`src/rtl/umec_pkg.sv`:
```
// Shared types, opcodes and request codes of the universal machine execute core.
package umec_pkg;

    localparam int REG_COUNT = 8;
    localparam int REG_AW    = $clog2(REG_COUNT);
    localparam int WORD_W    = 32;
    localparam int LI_W      = 25;
    localparam int KIND_W    = 4;

    localparam int Q_DEPTH = 2;
    localparam int Q_AW    = $clog2(Q_DEPTH);
    localparam int Q_CW    = $clog2(Q_DEPTH + 1);

    localparam int DIV_STEPS = WORD_W;
    localparam int DIV_CW    = $clog2(DIV_STEPS);

    localparam int S_TDATA_W = 64;
    localparam int M_TDATA_W = 136;

    // Opcodes, instruction bits 31:28
    localparam logic [3:0] OP_CMOV  = 4'd0;
    localparam logic [3:0] OP_LOAD  = 4'd1;
    localparam logic [3:0] OP_STORE = 4'd2;
    localparam logic [3:0] OP_ADD   = 4'd3;
    localparam logic [3:0] OP_MUL   = 4'd4;
    localparam logic [3:0] OP_DIV   = 4'd5;
    localparam logic [3:0] OP_NAND  = 4'd6;
    localparam logic [3:0] OP_HALT  = 4'd7;
    localparam logic [3:0] OP_MAP   = 4'd8;
    localparam logic [3:0] OP_UNMAP = 4'd9;
    localparam logic [3:0] OP_OUT   = 4'd10;
    localparam logic [3:0] OP_IN    = 4'd11;
    localparam logic [3:0] OP_LOADP = 4'd12;
    localparam logic [3:0] OP_LDIMM = 4'd13;

    // Request kinds on the result channel
    localparam logic [KIND_W-1:0] K_NONE  = 4'd0;
    localparam logic [KIND_W-1:0] K_LOAD  = 4'd1;
    localparam logic [KIND_W-1:0] K_STORE = 4'd2;
    localparam logic [KIND_W-1:0] K_MAP   = 4'd3;
    localparam logic [KIND_W-1:0] K_UNMAP = 4'd4;
    localparam logic [KIND_W-1:0] K_OUT   = 4'd5;
    localparam logic [KIND_W-1:0] K_IN    = 4'd6;
    localparam logic [KIND_W-1:0] K_LOADP = 4'd7;
    localparam logic [KIND_W-1:0] K_HALT  = 4'd8;

    // Input item kinds
    localparam logic ACT_EXEC  = 1'b0;
    localparam logic ACT_REPLY = 1'b1;

    typedef struct packed {
        logic              action;
        logic [3:0]        op;
        logic [REG_AW-1:0] ra;
        logic [REG_AW-1:0] rb;
        logic [REG_AW-1:0] rc;
        logic [REG_AW-1:0] li_dst;
        logic [LI_W-1:0]   li_val;
        logic [WORD_W-1:0] reply;
    } t_item;

    typedef struct packed {
        logic not_empty;
        logic full;
    } t_qstat;

    typedef struct packed {
        logic [KIND_W-1:0] kind;
        logic [WORD_W-1:0] sid;
        logic [WORD_W-1:0] soff;
        logic [WORD_W-1:0] sval;
        logic [WORD_W-1:0] pc;
        logic              halted;
        logic              dz;
        logic              awaiting;
    } t_result;

    typedef struct packed {
        logic halted;
        logic pending;
    } t_bstat;

endpackage

```
`src/rtl/umec_front.sv`:
```
// Front end: accept input transfers, split the instruction into fields, hand to the queue.
module umec_front (
    input  logic                           i_clk,
    input  logic                           i_rst_n,
    input  logic                           s_tvalid,
    output logic                           s_tready,
    input  logic [umec_pkg::S_TDATA_W-1:0] s_tdata,
    input  logic                           s_tuser,
    input  umec_pkg::t_qstat               i_qstat,
    output logic                           o_push,
    output umec_pkg::t_item                o_item
);
    import umec_pkg::*;

    logic  r_valid;
    t_item r_item;
    t_item n_item;
    logic  accept;

    always_comb begin
        n_item        = '0;
        n_item.action = s_tuser;
        n_item.op     = s_tdata[31:28];
        n_item.ra     = s_tdata[8:6];
        n_item.rb     = s_tdata[5:3];
        n_item.rc     = s_tdata[2:0];
        n_item.li_dst = s_tdata[27:25];
        n_item.li_val = s_tdata[24:0];
        n_item.reply  = s_tdata[63:32];
    end

    assign o_push   = r_valid && !i_qstat.full;
    assign s_tready = !r_valid || !i_qstat.full;
    assign accept   = s_tvalid && s_tready;
    assign o_item   = r_item;

    always_ff @(posedge i_clk) begin
        if (!i_rst_n) begin
            r_valid <= 1'b0;
        end else if (accept) begin
            r_valid <= 1'b1;
        end else if (o_push) begin
            r_valid <= 1'b0;
        end
    end

    always_ff @(posedge i_clk) begin
        if (accept) begin
            r_item <= n_item;
        end
    end

endmodule

```
`src/rtl/umec_queue.sv`:
```
// Short queue of decoded items between the front end and the execute back end.
module umec_queue (
    input  logic             i_clk,
    input  logic             i_rst_n,
    input  logic             i_push,
    input  umec_pkg::t_item  i_item,
    input  logic             i_pop,
    output umec_pkg::t_item  o_item,
    output umec_pkg::t_qstat o_stat
);
    import umec_pkg::*;

    t_item           r_mem [Q_DEPTH];
    logic [Q_AW-1:0] r_wp;
    logic [Q_AW-1:0] r_rp;
    logic [Q_CW-1:0] r_cnt;

    assign o_item           = r_mem[r_rp];
    assign o_stat.not_empty = (r_cnt != '0);
    assign o_stat.full      = (r_cnt == Q_CW'(Q_DEPTH));

    always_ff @(posedge i_clk) begin
        if (!i_rst_n) begin
            r_wp  <= '0;
            r_rp  <= '0;
            r_cnt <= '0;
        end else begin
            if (i_push) begin
                r_wp <= (r_wp == Q_AW'(Q_DEPTH - 1)) ? '0 : r_wp + 1'b1;
            end
            if (i_pop) begin
                r_rp <= (r_rp == Q_AW'(Q_DEPTH - 1)) ? '0 : r_rp + 1'b1;
            end
            unique case ({i_push, i_pop})
                2'b10:   r_cnt <= r_cnt + 1'b1;
                2'b01:   r_cnt <= r_cnt - 1'b1;
                default: r_cnt <= r_cnt;
            endcase
        end
    end

    always_ff @(posedge i_clk) begin
        if (i_push) begin
            r_mem[r_wp] <= i_item;
        end
    end

endmodule

```
`src/rtl/umec_div.sv`:
```
// Radix-2 restoring divider, one quotient bit per cycle.
module umec_div (
    input  logic                        i_clk,
    input  logic                        i_rst_n,
    input  logic                        i_start,
    input  logic [umec_pkg::WORD_W-1:0] i_dividend,
    input  logic [umec_pkg::WORD_W-1:0] i_divisor,
    output logic                        o_done,
    output logic [umec_pkg::WORD_W-1:0] o_quotient
);
    import umec_pkg::*;

    logic              r_busy;
    logic              r_done;
    logic [DIV_CW-1:0] r_cnt;
    logic [WORD_W-1:0] r_quo;
    logic [WORD_W-1:0] r_rem;
    logic [WORD_W-1:0] r_dvs;
    logic [WORD_W:0]   rem_sh;
    logic [WORD_W:0]   rem_sub;
    logic              ge;

    assign rem_sh  = {r_rem, r_quo[WORD_W-1]};
    assign ge      = (rem_sh >= {1'b0, r_dvs});
    assign rem_sub = rem_sh - {1'b0, r_dvs};

    always_ff @(posedge i_clk) begin
        if (!i_rst_n) begin
            r_busy <= 1'b0;
            r_done <= 1'b0;
            r_cnt  <= '0;
        end else if (i_start) begin
            r_busy <= 1'b1;
            r_done <= 1'b0;
            r_cnt  <= '0;
        end else if (r_busy) begin
            r_cnt <= r_cnt + 1'b1;
            if (r_cnt == DIV_CW'(DIV_STEPS - 1)) begin
                r_busy <= 1'b0;
                r_done <= 1'b1;
            end
        end
    end

    always_ff @(posedge i_clk) begin
        if (i_start) begin
            r_quo <= i_dividend;
            r_rem <= '0;
            r_dvs <= i_divisor;
        end else if (r_busy) begin
            r_rem <= ge ? rem_sub[WORD_W-1:0] : rem_sh[WORD_W-1:0];
            r_quo <= {r_quo[WORD_W-2:0], ge};
        end
    end

    assign o_done     = r_done;
    assign o_quotient = r_quo;

endmodule

```
`src/rtl/umec_back.sv`:
```
// Back end: register file, sequencer, machine state and the result register.
module umec_back (
    input  logic             i_clk,
    input  logic             i_rst_n,
    input  umec_pkg::t_qstat i_qstat,
    input  umec_pkg::t_item  i_item,
    output logic             o_pop,
    output logic             o_valid,
    input  logic             i_ready,
    output umec_pkg::t_result o_result,
    output umec_pkg::t_bstat o_stat
);
    import umec_pkg::*;

    localparam logic [1:0] S_IDLE  = 2'd0;
    localparam logic [1:0] S_EXEC  = 2'd1;
    localparam logic [1:0] S_STORE = 2'd2;
    localparam logic [1:0] S_DIV   = 2'd3;

    logic [1:0]        r_state;
    logic [1:0]        n_state;
    t_item             r_cur;
    logic [WORD_W-1:0] r_pc;
    logic [WORD_W-1:0] n_pc;
    logic              r_halt;
    logic              n_halt;
    logic              r_pend;
    logic              n_pend;
    logic [REG_AW-1:0] r_pdst;
    logic [REG_AW-1:0] n_pdst;
    logic              r_ovalid;
    t_result           r_out;
    t_result           n_out;
    logic [WORD_W-1:0] r_sav_b;
    logic              save_b;

    // register file: two registered read ports, one write port
    logic [WORD_W-1:0] r_rf [REG_COUNT];
    logic [REG_COUNT-1:0] r_rfv;
    logic [WORD_W-1:0] r_rd0;
    logic [WORD_W-1:0] r_rd1;
    logic              rd_en0;
    logic              rd_en1;
    logic [REG_AW-1:0] rd_a0;
    logic [REG_AW-1:0] rd_a1;
    logic              we;
    logic [REG_AW-1:0] wa;
    logic [WORD_W-1:0] wd;

    logic [2*WORD_W-1:0] mul_full;
    logic                out_free;
    logic                fin;
    logic                div_start;
    logic                div_done;
    logic [WORD_W-1:0]   div_quo;

    umec_div u_div (
        .i_clk      (i_clk),
        .i_rst_n    (i_rst_n),
        .i_start    (div_start),
        .i_dividend (r_rd0),
        .i_divisor  (r_rd1),
        .o_done     (div_done),
        .o_quotient (div_quo)
    );

    assign mul_full = r_rd0 * r_rd1;
    assign out_free = !r_ovalid || i_ready;

    always_comb begin
        n_state   = r_state;
        o_pop     = 1'b0;
        rd_en0    = 1'b0;
        rd_en1    = 1'b0;
        rd_a0     = i_item.rb;
        rd_a1     = i_item.rc;
        we        = 1'b0;
        wa        = r_cur.ra;
        wd        = '0;
        fin       = 1'b0;
        div_start = 1'b0;
        save_b    = 1'b0;
        n_pc      = r_pc;
        n_halt    = r_halt;
        n_pend    = r_pend;
        n_pdst    = r_pdst;
        n_out     = '0;
        n_out.kind = K_NONE;

        unique case (r_state)
            S_IDLE: begin
                if (i_qstat.not_empty) begin
                    o_pop   = 1'b1;
                    rd_en0  = 1'b1;
                    rd_en1  = 1'b1;
                    n_state = S_EXEC;
                end
            end
            S_EXEC: begin
                if (out_free) begin
                    priority if (r_halt) begin
                        fin = 1'b1;
                    end else if (r_cur.action == ACT_REPLY) begin
                        fin = 1'b1;
                        if (r_pend) begin
                            we     = 1'b1;
                            wa     = r_pdst;
                            wd     = r_cur.reply;
                            n_pend = 1'b0;
                        end
                    end else if (r_pend) begin
                        fin = 1'b1;
                    end else begin
                        fin  = 1'b1;
                        n_pc = r_pc + 32'd1;
                        unique case (r_cur.op)
                            OP_CMOV: begin
                                we = (r_rd1 != '0);
                                wd = r_rd0;
                            end
                            OP_LOAD: begin
                                n_out.kind = K_LOAD;
                                n_out.sid  = r_rd0;
                                n_out.soff = r_rd1;
                                n_pend     = 1'b1;
                                n_pdst     = r_cur.ra;
                            end
                            OP_STORE: begin
                                // third operand: fetch r[a], keep r[b]
                                fin     = 1'b0;
                                n_pc    = r_pc;
                                save_b  = 1'b1;
                                rd_en0  = 1'b1;
                                rd_a0   = r_cur.ra;
                                n_state = S_STORE;
                            end
                            OP_ADD: begin
                                we = 1'b1;
                                wd = r_rd0 + r_rd1;
                            end
                            OP_MUL: begin
                                we = 1'b1;
                                wd = mul_full[WORD_W-1:0];
                            end
                            OP_DIV: begin
                                if (r_rd1 == '0) begin
                                    we       = 1'b1;
                                    wd       = '0;
                                    n_out.dz = 1'b1;
                                end else begin
                                    fin       = 1'b0;
                                    n_pc      = r_pc;
                                    div_start = 1'b1;
                                    n_state   = S_DIV;
                                end
                            end
                            OP_NAND: begin
                                we = 1'b1;
                                wd = ~(r_rd0 & r_rd1);
                            end
                            OP_HALT: begin
                                n_out.kind = K_HALT;
                                n_halt     = 1'b1;
                                n_pc       = r_pc;
                            end
                            OP_MAP: begin
                                n_out.kind = K_MAP;
                                n_out.sid  = r_rd1;
                                n_pend     = 1'b1;
                                n_pdst     = r_cur.rb;
                            end
                            OP_UNMAP: begin
                                n_out.kind = K_UNMAP;
                                n_out.sid  = r_rd1;
                            end
                            OP_OUT: begin
                                n_out.kind = K_OUT;
                                n_out.sval = {24'd0, r_rd1[7:0]};
                            end
                            OP_IN: begin
                                n_out.kind = K_IN;
                                n_pend     = 1'b1;
                                n_pdst     = r_cur.rc;
                            end
                            OP_LOADP: begin
                                if (r_rd0 != '0) begin
                                    n_out.kind = K_LOADP;
                                    n_out.sid  = r_rd0;
                                end
                                n_pc = r_rd1;
                            end
                            OP_LDIMM: begin
                                we = 1'b1;
                                wa = r_cur.li_dst;
                                wd = {{(WORD_W - LI_W){1'b0}}, r_cur.li_val};
                            end
                            default: begin
                            end
                        endcase
                    end
                end
            end
            S_STORE: begin
                if (out_free) begin
                    fin        = 1'b1;
                    n_pc       = r_pc + 32'd1;
                    n_out.kind = K_STORE;
                    n_out.sid  = r_rd0;
                    n_out.soff = r_sav_b;
                    n_out.sval = r_rd1;
                end
            end
            S_DIV: begin
                if (div_done && out_free) begin
                    fin  = 1'b1;
                    n_pc = r_pc + 32'd1;
                    we   = 1'b1;
                    wd   = div_quo;
                end
            end
            default: begin
                n_state = S_IDLE;
            end
        endcase

        if (fin) begin
            n_state = S_IDLE;
        end
        n_out.pc       = n_pc;
        n_out.halted   = n_halt;
        n_out.awaiting = n_pend;
    end

    always_ff @(posedge i_clk) begin
        if (!i_rst_n) begin
            r_state  <= S_IDLE;
            r_pc     <= '0;
            r_halt   <= 1'b0;
            r_pend   <= 1'b0;
            r_pdst   <= '0;
            r_ovalid <= 1'b0;
            r_rfv    <= '0;
        end else begin
            r_state <= n_state;
            if (fin) begin
                r_pc   <= n_pc;
                r_halt <= n_halt;
                r_pend <= n_pend;
                r_pdst <= n_pdst;
            end
            if (fin) begin
                r_ovalid <= 1'b1;
            end else if (i_ready) begin
                r_ovalid <= 1'b0;
            end
            if (we) begin
                r_rfv[wa] <= 1'b1;
            end
        end
    end

    always_ff @(posedge i_clk) begin
        if (o_pop) begin
            r_cur <= i_item;
        end
        if (fin) begin
            r_out <= n_out;
        end
        if (save_b) begin
            r_sav_b <= r_rd0;
        end
        if (we) begin
            r_rf[wa] <= wd;
        end
        if (rd_en0) begin
            r_rd0 <= r_rfv[rd_a0] ? r_rf[rd_a0] : '0;
        end
        if (rd_en1) begin
            r_rd1 <= r_rfv[rd_a1] ? r_rf[rd_a1] : '0;
        end
    end

    assign o_valid        = r_ovalid;
    assign o_result       = r_out;
    assign o_stat.halted  = r_halt;
    assign o_stat.pending = r_pend;

endmodule

```
`src/rtl/universal_machine_execute_core.sv`:
```
// Top level of the universal machine execute core: front end, queue, back end.
//
//  channel | dir | tdata                                  | tuser
//  --------+-----+----------------------------------------+--------------
//  s_*     | in  | instr_word, reply_value                | action
//  m_*     | out | segment_id, segment_offset,            | request_kind
//          |     | store_value, next_pc, halted_flag,     |
//          |     | divide_by_zero, awaiting_reply         |
//
// Sequence: an instruction passes through a register file read, then execute;
// store adds the S_STORE state, since the register file has two read ports;
// divide waits in S_DIV for the radix-2 divider.
// The front end is registered; it and the two-entry queue keep taking transfers
// while the back end works or the result waits.
// Reset is synchronous, active low: it clears the PC, halt latch, pending reply,
// the register file valid bits, the queue and both valid flags.
// A stalled result holds the back end; the queue then fills and drops s_tready.
module universal_machine_execute_core (
    input  logic                           i_clk,
    input  logic                           i_rst_n,
    input  logic                           s_tvalid,
    output logic                           s_tready,
    input  logic [umec_pkg::S_TDATA_W-1:0] s_tdata,  // [31:0] instr_word, [63:32] reply_value
    input  logic                           s_tuser,  // [0] action
    output logic                           m_tvalid,
    input  logic                           m_tready,
    output logic [umec_pkg::M_TDATA_W-1:0] m_tdata,  // [31:0] segment_id, [63:32] segment_offset,
                                                     // [95:64] store_value, [127:96] next_pc,
                                                     // [128] halted_flag, [129] divide_by_zero,
                                                     // [130] awaiting_reply, [135:131] zero
    output logic [umec_pkg::KIND_W-1:0]    m_tuser   // [3:0] request_kind
);
    import umec_pkg::*;

    t_item   front_item;
    t_item   q_item;
    t_qstat  q_stat;
    logic    q_push;
    logic    q_pop;
    t_result result;
    t_bstat  back_stat;

    // accept and decode
    umec_front u_front (
        .i_clk    (i_clk),
        .i_rst_n  (i_rst_n),
        .s_tvalid (s_tvalid),
        .s_tready (s_tready),
        .s_tdata  (s_tdata),
        .s_tuser  (s_tuser),
        .i_qstat  (q_stat),
        .o_push   (q_push),
        .o_item   (front_item)
    );

    // decouple front and back
    umec_queue u_queue (
        .i_clk   (i_clk),
        .i_rst_n (i_rst_n),
        .i_push  (q_push),
        .i_item  (front_item),
        .i_pop   (q_pop),
        .o_item  (q_item),
        .o_stat  (q_stat)
    );

    // execute, hold machine state, drive the result register
    umec_back u_back (
        .i_clk    (i_clk),
        .i_rst_n  (i_rst_n),
        .i_qstat  (q_stat),
        .i_item   (q_item),
        .o_pop    (q_pop),
        .o_valid  (m_tvalid),
        .i_ready  (m_tready),
        .o_result (result),
        .o_stat   (back_stat)
    );

    // pack the result, first field in the lowest bits
    assign m_tuser = result.kind;
    assign m_tdata = {5'd0, result.awaiting, result.dz, result.halted,
                      result.pc, result.sval, result.soff, result.sid};

`ifndef SYNTHESIS
    // the front end never pushes into a full queue
    a_no_push_full: assert property (@(posedge i_clk) disable iff (!i_rst_n)
        q_push |-> !q_stat.full)
        else $error("push into full queue");

    // the halt latch only falls through reset
    a_halt_sticky: assert property (@(posedge i_clk) disable iff (!i_rst_n)
        ($past(i_rst_n) && $past(back_stat.halted)) |-> back_stat.halted)
        else $error("halt latch cleared");

    // a request that expects a reply leaves the core waiting for it
    a_reply_wait: assert property (@(posedge i_clk) disable iff (!i_rst_n)
        (m_tvalid && (m_tuser == K_LOAD || m_tuser == K_MAP || m_tuser == K_IN))
        |-> (m_tdata[130] && back_stat.pending))
        else $error("reply request without pending reply");
`endif

endmodule
```
`config.mk`:
```
export PLATFORM = sky130hd
export DESIGN_NAME = universal_machine_execute_core
export DESIGN_NICKNAME = d
export VERILOG_FILES = /design/src/rtl/umec_pkg.sv /design/src/rtl/umec_front.sv /design/src/rtl/umec_queue.sv /design/src/rtl/umec_div.sv /design/src/rtl/umec_back.sv /design/src/rtl/universal_machine_execute_core.sv
export SDC_FILE = /design/constraint.sdc
export NUM_CORES = 2
export LEC_CHECK = 0
export BUFFER_PORTS_ARGS = -buffer_cell sky130_fd_sc_hd__buf_2
export CORE_MARGIN = 8
export CORE_UTILIZATION = 58
export DETAILED_ROUTE_END_ITERATION = 10
export GPL_TIMING_DRIVEN = 0
export PLACE_DENSITY = 0.75
export SLEW_MARGIN = 25
export SYNTH_ARGS = -nofsm -noshare
export SYNTH_HDL_FRONTEND = slang
export SYNTH_SLANG_ARGS = --single-unit
```
`constraint.sdc`:
```
create_clock -name i_clk -period 12 [get_ports i_clk]
set_clock_uncertainty 0.2 [all_clocks]
set_input_delay 1.2 -clock i_clk [delete_from_list [all_inputs] [get_ports i_clk]]
set_output_delay 1.2 -clock i_clk [all_outputs]
set_load 0.1 [all_outputs]
```
==> flow_summary.toml <==
[logic_synthesis]
synth_top_area_cell = "edfxtp_1"
synth_top_area_share_pct = 41.93
synth_top_flop_cell = "edfxtp_1"
synth.area.top_cells = "edfxtp_1, fa_1, nand2_1, ha_1, and2_1"
netlist_top_cells_count = "edfxtp_1, nand2_1, inv_1, fa_1, and2_1"
synth_edf_count = 811
ys_ff_latch = 904
async_flop_share_pct = 0
yosysWarningCount = 0
yosys.cell_types.count = 86
yosysSeqAreaShare_pct = 45.14
syn_avg_cell_area_um2 = 10.98
synth_cells = 5288
syn_area_um2 = 58080
yosysMostFrequentCell = "edfxtp_1"

[floorplanning]
die_h_um = 332.4
row_count = 116
initial_core_util_pct = 58.25
die_area_um2 = 110500
ioPinCount = 211
core_area_um2 = 99710
die_x_um = 332.4

[clocking]
cts_max_level = 3
cts-resized-gates = 0
cts_buffer_depth = 3
post_cts.repair.setup_buffers = 0
numCtsBuffers = 92
clock-sinks = 904
clkLatencyLatePin_ps = 710
cts_tree = "yes"
clockRootBuffer = "clkbuf_16"
cts_hold_buf = 0
clk_pin_slew_worst_paths_ps = 60

[worst_setup_path]
arrival_ps = 11580
reg2regPathDepth = 23
reg2reg_to = "u_back.r_rf[7][31]"
critPathMaxFanout = 10
crit_slowest_cell = "clkbuf_1"
reg2reg_setup_slack_ps = 620
critical_path_required_ps = 12200
cp_num_buf_inv = 6
cp_cell_sequence = "clkbuf_1, clkbuf_1, nand2_1, fa_1, inv_1, fa_1, inv_1, fa_1, fa_1, fa_1, inv_1, fa_1, fa_1, fa_1, ha_1, clkbuf_1, nand4_1, o311ai_0, nand3_1, o21ai_0, xnor2_1, nand2_1, a31oi_2"
critPathKind = "reg -> reg"
r2r_start = "u_back.r_rd0[5]"
cpMostUsedCell = "fa_1"
critical_path.top_delay_family = "adder cells"
critical-path-max-stage-delay_ps = 940
crit_path_end_kind = "flip-flop"
start_kind = "flip-flop"

[drt]
firstDrtPassIters = 10
drt-total-wl_mm = 211.3
post_drt_wl_per_cell_um = 30.20
avgViaCountPerCell = 6.538
vias = 45750
ant_nets = 0
drc = 3
drt_iter0_drc = 6255

[grt]
grt_first_pass_wirelength_mm = 304.3
grt_max_degree = 54
grt_remaining_overflow = 0
grtUsageTotal_pct = 37.38
antenna_found_initial = 9
grt_pass1_vias = 44898

[sta]
worst_slack_ps = 619.4
final.period_utilization_pct = 94.84
hold_viol_final = 0
fmax_mhz = 87.87
report.final.slew_viol_count = 0
tightest_slew_ps = 1186
setup_tns_ps = 0
setup_viol_count_final = 0
fin_crit_ps = 11380
slew_headroom_pct = 20.92
rsz0062_at_grt = "no"

[min_path]
hold_start = "u_front.o_item[7]"
hold_class = "reg -> reg"
min_delay_path_depth = 0
min_to = "u_queue.r_mem[1][7]"

[placed_design]
dp_hpwl_mm = 161.1
place_inst = 6817
port_buffers = 204
dp_slack_ps = 1076
place_congestion = 1.041

[run_status]
violations = "design-rule violations"
outcome = "complete, but fails checks"

[final_layout]
fin_util_pct = 64.72
finalNetCount = 6290
instances_no_fill = 6998
syn_to_final_growth_pct = 11.11
drive_gt1_share_pct = 10.49

[run]
maxCapViolCount = 0
per-layer routing:
layer	part of all wire [%]	wire length [um]	vias up	GRT usage, %
li1	-	-	19031	-
met4	7.2	15210	4	22.11
met3	13	27580	732	10.71
met2	44	92440	3376	56.34
met1	36	76090	22607	48.22
met5	0.010	22	-	0.1736
cells in the final DEF (no fill, tap or decap), types with 14 or more instances in the layout:
| cell type | synthesis | routed |
|---|---|---|
| nand3_1 | 111 | 111 |
| nor2_1 | 191 | 182 |
| o21ai_1 | 5 | 26 |
| clkbuf_1 | 288 | 305 |
| nand4_1 | 19 | 19 |
| a221oi_1 | 26 | 26 |
| clkinv_1 | 1 | 18 |
| nand2b_1 | 29 | 29 |
| inv_1 | 474 | 472 |
| a21o_1 | 37 | 37 |
| and2_1 | 346 | 345 |
| a21boi_0 | 20 | 19 |
| nand2_1 | 806 | 804 |
| o221ai_1 | 14 | 14 |
| xnor2_1 | 105 | 105 |
| edfxtp_1 | 811 | 811 |
| a22oi_1 | 47 | 47 |
| o211ai_1 | 25 | 25 |
| nor4_1 | 26 | 25 |
| clkbuf_16 | 0 | 94 |
| buf_1 | 22 | 22 |
| a211oi_1 | 26 | 26 |
| a31oi_1 | 59 | 57 |
| ha_1 | 196 | 196 |
| and3_1 | 50 | 49 |
| a22o_1 | 52 | 52 |
| buf_2 | 25 | 229 |
| mux2_2 | 67 | 67 |
| buf_16 | 0 | 14 |
| o21a_1 | 33 | 33 |
| mux2i_1 | 15 | 15 |
| o21ai_0 | 197 | 176 |
| xor2_1 | 41 | 41 |
| nor3_1 | 40 | 36 |
| a21oi_1 | 263 | 263 |
| nor2b_1 | 31 | 31 |
| fa_1 | 410 | 410 |
| a311oi_1 | 47 | 47 |
| dfxtp_1 | 93 | 93 |
| mux4_2 | 66 | 66 |
worst max-delay path by stage:
| stage | startpoint | end | slack (ps) | depth (start not counted) |
|---|---|---|---|---|
| after floorplan | u_back.r_rd1[5] | u_back.r_rf[0][29] | 4410 | 25 |
| after global placement | u_back.r_rd0[5] | u_back.r_rf[7][31] | 1250 | 23 |
| after detailed placement | u_back.r_rd0[5] | u_back.r_rf[7][31] | 1080 | 23 |
| after CTS | u_back.r_rd0[5] | u_back.r_rf[3][31] | 1080 | 23 |
| after global routing | u_back.r_rd0[5] | u_back.r_rf[4][31] | 720 | 23 |
| final | u_back.r_rd0[5] | u_back.r_rf[7][31] | 620 | 23 |
registers in the layout (all words and copies together), names as in the netlist, 65 cells and up, named ones only:
name             flops
u_back.o_result    135
u_back.r_cur        65
u_back.r_rf        256
u_front.o_item      65
u_queue.r_mem      130
area by class of cell:
type | instances | area (um^2)
multi-input combinational | 3556 | 28760
timing repair buffer | 229 | 1584
fill | 7641 | 35180
sequential | 904 | 26220
tap | 1298 | 1624
clock inverter | 53 | 590.6
antenna | 9 | 22.52
inverter | 477 | 1795
clock buffer | 117 | 2469
buffer | 355 | 1474
metrics by stage:
step                      cell area [um^2]  hold slack, ps
after floorplan                      58090           221.5
after global placement               60740           223.5
after detailed placement             61400           229.8
after CTS                            64460           240.0
after global routing                 64510           248.4
final                                64530           241.1
cell families after synthesis:
group / count (synthesis) / synth area share (%)
other: 1 / 0.006457
and+or+nand+nor: 1680 / 13.56
DFF: 904 / 45.14
buffers and inverters: 832 / 5.605
xor gates and xnor gates: 146 / 2.202
AOI/OAI and AO/OA: 969 / 10.95
adders and majority gates: 606 / 18.35
muxes: 150 / 4.181
Power is not shown: default switching activity piles up to over one toggle a cycle in this logic, so the estimate is an artifact.
